### src/hw/rtl/vswrpm_pkg.sv
// Shared types, widths, calibration constants and helpers for the VSWR power meter.
// No dependencies; every other file of the block imports this package.
package vswrpm_pkg;

    // Field widths fixed by the item format.
    localparam int ADC_FIELD_W = 16;
    localparam int POWER_W     = 19;
    localparam int VSWR_W      = 18;
    localparam int FLOOR_W     = 15;

    // Configuration port.
    localparam int CFG_IDX_W  = 1;
    localparam int CFG_DATA_W = 18;
    localparam logic [CFG_IDX_W-1:0] CFG_ADC_FLOOR = 1'b0;
    localparam logic [CFG_IDX_W-1:0] CFG_VSWR_CAP  = 1'b1;
    localparam logic [FLOOR_W-1:0]   FLOOR_RESET   = 15'd500;
    localparam logic [VSWR_W-1:0]    CAP_RESET     = 18'd255974;

    // Horner datapath: accumulator in Q.16 watts, sample in Q0.15.
    localparam int ACC_W    = 34;
    localparam int PROD_W   = ACC_W + ADC_FIELD_W;
    localparam int HORNER_N = 5;

    // VSWR datapath.
    localparam int SQ_IN_W   = 56;
    localparam int SQ_OUT_W  = 28;
    localparam int SQ_SHIFT  = 18;
    localparam int NUM_W     = POWER_W + 10;
    localparam int DEN_W     = POWER_W + 8;
    localparam int QUO_W     = 19;

    typedef logic signed [ACC_W-1:0] t_acc;
    typedef logic [POWER_W-1:0]      t_power;

    // Side information carried alongside the square root.
    typedef struct packed {
        t_power fwd;
        t_power rev;
        logic   f_zero;
        logic   r_ge;
    } t_vs_side;

    // Side information carried alongside the divider.
    typedef struct packed {
        t_vs_side vs;
        logic     ovf;
    } t_div_side;

    localparam t_power POWER_MAX = '1;

    // Calibration polynomial, highest power first, Q.16 watts.
    localparam t_acc HORNER_COEF [HORNER_N+1] = '{
        -34'sd687385986, 34'sd946651210, -34'sd465796292,
        34'sd121728285, -34'sd3267588, 34'sd19906
    };

    // Drop 15 fraction bits, rounding to nearest with ties away from zero.
    function automatic t_acc rnd_q15(input logic signed [PROD_W-1:0] p);
        logic [PROD_W-1:0] m;
        logic [PROD_W-1:0] r;
        t_acc              t;
        m = p[PROD_W-1] ? PROD_W'(-p) : PROD_W'(p);
        r = (m + (PROD_W'(1) << 14)) >> 15;
        t = ACC_W'(r);
        return p[PROD_W-1] ? -t : t;
    endfunction

endpackage

### src/hw/rtl/vswrpm_div.sv
// Pipelined restoring divider, one quotient bit per stage, with a side channel.
// Depends on vswrpm_pkg. The dividend must be below divisor times two to the quotient width.
module vswrpm_div #(
    parameter int XW     = 38,
    parameter int DW     = 27,
    parameter int SIDE_W = 1
) (
    input  logic                            i_clk,
    input  logic                            i_rst_n,
    input  logic                            i_en,
    input  logic                            i_valid,
    input  logic [XW-1:0]                   i_dividend,
    input  logic [DW-1:0]                   i_divisor,
    input  logic [SIDE_W-1:0]               i_side,
    output logic                            o_valid,
    output logic [vswrpm_pkg::QUO_W-1:0]    o_quot,
    output logic [SIDE_W-1:0]               o_side
);
    import vswrpm_pkg::*;

    localparam int N  = QUO_W;
    localparam int CW = (XW > DW + QUO_W) ? XW : DW + QUO_W;

    logic [XW-1:0]     r_rem  [N];
    logic [XW-1:0]     n_rem  [N];
    logic [DW-1:0]     r_den  [N];
    logic [QUO_W-1:0]  r_q    [N];
    logic [QUO_W-1:0]  n_q    [N];
    logic [SIDE_W-1:0] r_side [N];
    logic              r_valid [N];

    // Stage j settles quotient bit N-1-j.
    always_comb begin
        logic [XW-1:0]    rem_in;
        logic [DW-1:0]    den_in;
        logic [QUO_W-1:0] q_in;
        logic [CW-1:0]    sub;
        for (int j = 0; j < N; j++) begin
            rem_in = (j == 0) ? i_dividend : r_rem[j-1];
            den_in = (j == 0) ? i_divisor : r_den[j-1];
            q_in   = (j == 0) ? '0 : r_q[j-1];
            sub    = CW'(den_in) << (N - 1 - j);
            n_q[j] = q_in;
            if (CW'(rem_in) >= sub) begin
                n_rem[j] = rem_in - XW'(sub);
                n_q[j][N-1-j] = 1'b1;
            end else begin
                n_rem[j] = rem_in;
            end
        end
    end

    always_ff @(posedge i_clk) begin
        if (i_en) begin
            for (int j = 0; j < N; j++) begin
                r_rem[j]  <= n_rem[j];
                r_q[j]    <= n_q[j];
                r_den[j]  <= (j == 0) ? i_divisor : r_den[j-1];
                r_side[j] <= (j == 0) ? i_side : r_side[j-1];
            end
        end
    end

    always_ff @(posedge i_clk) begin
        if (!i_rst_n) begin
            for (int j = 0; j < N; j++) begin
                r_valid[j] <= 1'b0;
            end
        end else if (i_en) begin
            r_valid[0] <= i_valid;
            for (int j = 1; j < N; j++) begin
                r_valid[j] <= r_valid[j-1];
            end
        end
    end

    assign o_valid = r_valid[N-1];
    assign o_quot  = r_q[N-1];
    assign o_side  = r_side[N-1];

endmodule

### config.mk
export PLATFORM = sky130hd
export DESIGN_NAME = vswrpm_div
export DESIGN_NICKNAME = d
export VERILOG_FILES = /design/src/hw/rtl/vswrpm_pkg.sv /design/src/hw/rtl/vswrpm_div.sv
export SDC_FILE = /design/constraint.sdc
export NUM_CORES = 2
export LEC_CHECK = 0
export ABC_AREA = 1
export BUFFER_PORTS_ARGS = -buffer_cell sky130_fd_sc_hd__buf_4
export CAP_MARGIN = 30
export CORE_AREA = 2 2 439 441
export DETAILED_ROUTE_END_ITERATION = 8
export DIE_AREA = 0 0 441 443
export PLACE_DENSITY_LB_ADDON = 0.1
export SETUP_SLACK_MARGIN = 0.4
export SYNTH_ARGS = -nofsm -noshare
export SYNTH_HDL_FRONTEND = slang
export SYNTH_SLANG_ARGS = --single-unit
### constraint.sdc
create_clock -name i_clk -period 7.2 [get_ports i_clk]
set_clock_uncertainty 0.05 [all_clocks]
set_input_delay 0 -clock i_clk [delete_from_list [all_inputs] [get_ports i_clk]]
set_output_delay 0 -clock i_clk [all_outputs]
set_load 0.05 [all_outputs]
Yosys cells after proc, flatten, opt, wreduce, memory -nomap -nowiden
Memories as Yosys holds them, arrays and structs flattened. Index checks and enable logic that the tools add are counted.

Logic and storage cells: 124. Output and inout bits: 21. Bits in registers: 0. Input bits: 70. RAM bits: 1634. Memories kept: 5.

Memories: r_rem (depth 19, bits a word 38, rd ports 18, clocked after Yosys merged registers in 0, write ports 19, RTL line vswrpm_div.sv:24) `logic [XW-1:0] r_rem [N];`; r_den (depth 19, bits a word 27, rd ports 18, clocked after Yosys merged registers in 0, write ports 19, RTL line vswrpm_div.sv:26) `logic [DW-1:0] r_den [N];`; r_q (depth 19, bits a word 19, rd ports 19, clocked after Yosys merged registers in 0, write ports 19, RTL line vswrpm_div.sv:27) `logic [QUO_W-1:0] r_q [N];`; r_side (depth 19, bits a word 1, rd ports 19, clocked after Yosys merged registers in 0, write ports 19, RTL line vswrpm_div.sv:29) `logic [SIDE_W-1:0] r_side [N];`; r_valid (depth 19, bits a word 1, rd ports 19, clocked after Yosys merged registers in 0, write ports 19, RTL line vswrpm_div.sv:30) `logic r_valid [N];`.

$lt $le $gt $ge: 19. Bitwise gates (word level): 19. $add $sub $neg: 19. Mux-type cells: 62.

Operator list (number): $mux W38 (19); $sub A38 B38 Y38 (8); $ge A38 B45 Y1 (1); $ge A38 B44 Y1 (1); $ge A38 B43 Y1 (1); $mux W1 (43); $ge A38 B42 Y1 (1); $ge A38 B41 Y1 (1); $ge A38 B40 Y1 (1); $ge A38 B39 Y1 (1); $ge A38 B27 Y1 (1); $ge A38 B28 Y1 (1); $ge A38 B29 Y1 (1); $ge A38 B30 Y1 (1); $ge A38 B31 Y1 (1); $ge A38 B32 Y1 (1); $ge A38 B33 Y1 (1); $ge A38 B34 Y1 (1); $ge A38 B35 Y1 (1); $ge A38 B36 Y1 (1); $ge A38 B37 Y1 (1); $ge A38 B38 Y1 (1); $sub A38 B27 Y38 (1); $sub A38 B28 Y38 (1); 10 further kinds (28).

Logic depth before layout (Yosys ltp)
Depth in word-level cells: 4. Mapped depth: 17. Mapped depth without buffers: 16.

Least setup slack after synthesis
OpenSTA, ideal clock, no wires.

Kind: reg-to-reg. Start point: mem r_rem[11][6]. End point: mem r_rem[12][14], data pin. Path buffers: 2. Data required time: 6.898 ns. Data arrival time: 2.108 ns. Cell stages (with the launch flop): 17. Slack: 4.789 ns. Clock period less this slack: 2.411 ns. Library setup time: 0.252 ns. Cells stage by stage: edfxtp_1 -> inv_1 -> ha_1 -> inv_1 -> fa_1 -> nand3_1 -> nand3_1 -> nand2_1 -> nand3_1 -> nand2_1 -> nand2_1 -> nand2_1 -> nand3_1 -> buf_4 -> buf_6 -> nand2_1 -> nand2_1.

RTL lines (RTL line): from (decl) (vswrpm_div.sv:24).

==> results.txt <==
Status = finished clean
Post-Place Cells = 12904
Yosys reg bits = 1398
Largest area contributor in the netlist = edfxtp_1
Highest net fanout along the worst path = 21
Final min period = 4.02 ns
Drt pass-1 iters = 6
WHS Endpoint = r_rem[0][35]
Post-synthesis cell count = 10375
Fillers = 18365
ANT cells = 0
Worst Tran Pin Value = 1.13 ns
Initial Util = 0.447
Critical path capture point type = register
Worst R2R Start = r_den[6][22]
Maximum clock insertion buffer count = 3
DRC viols = 0
CTS sink cnt = 1398
GRT Util Overall = 0.284
Vias/cell = 5.24
Overall routed net length = 281000 um
Largest net degree at the start of global routing = 158
Setup CP Type = in -> reg
CP required = 7.84 ns
Post-Synth XOR/XNOR Area = 0.0264
Pre-CTS setup slack = 3.39 ns
Pwr Density = 339 nW/um^2
CTS tree = yes
Synth top area share = 0.485
Hold path startpoint = i_dividend[35]
R2R setup slack = 3.32 ns
Fin nets = 11256
Most frequent cells in the layout = 3449 x nand2_1, 1768 x inv_1, 1381 x edfxtp_1
Final setup fails = 0
Setup TNS = 0 ns
Max-cap check violation count = 0
Fin area = 95700 um^2
Placement row count = 161
Mux cell area share after synthesis = 0
Ys Warns = 0
Mapped cell area = 85500 um^2
Reg-to-Reg End = r_rem[7][17]
Setup WS post-layout = 3.18 ns
Post-DP HPWL = 224000 um
Post-route clock period utilization = 0.559
Antenna-violating nets left = 0
RSZ-0062 raised after global routing = no
Die H = 443 um
Post-CTS sizing = 0
IO Port Bufs = 90
Critical path data arrival time = 4.66 ns
Hold Crit Class = in -> reg
Routed len/inst = 21.0 um
Number of global-route vias before repair = 67387
Synth cell types = 52
Hold Vio Cnt, Final = 0
Global-route wire length before repair = 419000 um
Pwr Total = 32500 uW
Syn Nets = 10948
Seq/Total Area, Yosys = 0.489
Combinational family with the most area after synthesis = simple AND/OR/NAND/NOR gates
Core ar. = 191000 um^2
Initial antenna violation count = 3
Io pins = 91
Placement Cell Area = 89000 um^2
Worst Reg-to-Reg Cells = 9
Worst skew pair latency = 0.82 ns
Clock-pin slew on the worst setup and hold paths = 0.06 ns
Initial DRC Count = 6133
Commonest non-fill, non-tap cell in the layout = nand2_1
Die X = 441 um
Slew headroom = 0.239
Simple-gate portion of the synthesized area = 0.263
Area grow syn2layout = 12.0%
Synth Area in Adders = 0.0752
Compound-cell area share of the yosys netlist = 0.0601
Lkg Pwr = 0.0447 uW
Area contributors post-synth = edfxtp_1 49%, nand2_1 15%, inv_1 7.8%
Htree depth = 4
Setup Buffers After CTS = 0
GRT overflow = 0
Pins Over Slew Limit = 0
Post-Layout Cell Count = 13333
Root Driver = clkbuf_16
Fmax = 0.248 GHz
Layout cells sized above 1 = 0.0446
Startpoint types = input port
Detailed-route via count = 69813
Synth Area per Inst = 8.24 um^2
Max IR drop VDD = 0.184 mV
Die footprint = 195000 um^2
GP Congestion = 0.957
Worst Hold Depth = 4
TritonCTS buffer count = 159
[report_power, final]
| part | switching, uW | internal, uW |
|---|---|---|
| combinational | 8370 | 3900 |
| clock | 3550 | 4700 |
| sequential | 1230 | 10800 |
| total | 13100 | 19300 |
[logic make-up (layout without fill, tap and decap cells)]
kind of cell | Yosys count | in the layout
DFF | 1398 | 1398
adders and majority gates | 503 | 503
and+or+nand+nor | 5362 | 5362
buffers and inverters | 1893 | 2325
xor gates and xnor gates | 258 | 258
AOI/OAI and AO/OA | 961 | 961
[routing by layer]
layer	GRT usage	share of wire	vias to the layer above
li1	-	-	34630
met2	0.488	0.49	1968
met4	0.0969	0.037	0
met5	0	0	-
met1	0.372	0.43	32786
met3	0.0294	0.047	429
[worst max path at each step]
stage | startpoint | end | depth (start not counted)
3_3_place_gp | r_den[3][19] | r_rem[4][33] | 10
5_1_grt | r_den[6][22] | r_rem[7][17] | 9
6_report | i_dividend[33] | r_rem[0][37] | 10
4_1_cts | r_den[6][22] | r_rem[7][17] | 9
2_1_floorplan | r_rem[11][6] | r_rem[12][14] | 16
3_5_place_dp | r_den[6][22] | r_rem[7][17] | 9
[layout make-up]
class / count / area, um^2 / area share
flip-flops and latches: 1398 / 41800 / 0.437
multi-input cells: 7084 / 36300 / 0.379
inverters: 1776 / 6670 / 0.0696
clock buffers: 186 / 4150 / 0.0433
well taps: 2526 / 3160 / 0.0330
repair buffers: 264 / 2490 / 0.0261
clock inverters: 99 / 1150 / 0.0120
[through the flow]
step            util  hold slack, ns
5_1_grt        0.501          0.0403
4_1_cts        0.501        0.000754
3_5_place_dp   0.465           0.136
3_3_place_gp   0.465           0.131
6_report       0.501          0.0731
2_1_floorplan      -          0.0489
[flip-flops by register name, summed over array words and instances, names as in the netlist]
register / count
r_den: 486
r_q: 190
r_rem: 684
r_side: 19
r_valid: 19
[synth_stat cells (all sizes together)]
master	number
and2	14
a21oi	523
clkinv	1
a21boi	3
nand2b	1
nand2	3469
nor2b	1
inv	1775
a31oi	2
ha	485
a22oi	1
nand3b	40
or2	9
edfxtp	1381
xor2	197
nor3	113
o21a	12
nor2	760
o22ai	16
and3	8
o21ai	355
dfxtp	17
nor4	33
xnor2	61
o21bai	29
nand3	563
a21o	12
fa	18
clkbuf	30
buf	87
nor3b	5
nand4	346
o211ai	8
[worst max-delay path, stage by stage]
cell and delay, ns:
dlygate4sd3_1 0.54, buf_4 0.15, ha_1 0.39, nand4_1 0.25, nor4_1 0.60, nand3_1 0.83, nand3_1 1.09, nand2_1 0.13
nand2_1 0.11, dlygate4sd3_1 0.56
[repair_timing]
action,4_1_cts,5_1_grt
hold buffers,144,0
setup endpoints to repair,0,0
endpoints found under the hold margin,235,0
Power figures use the tool's default switching activity.
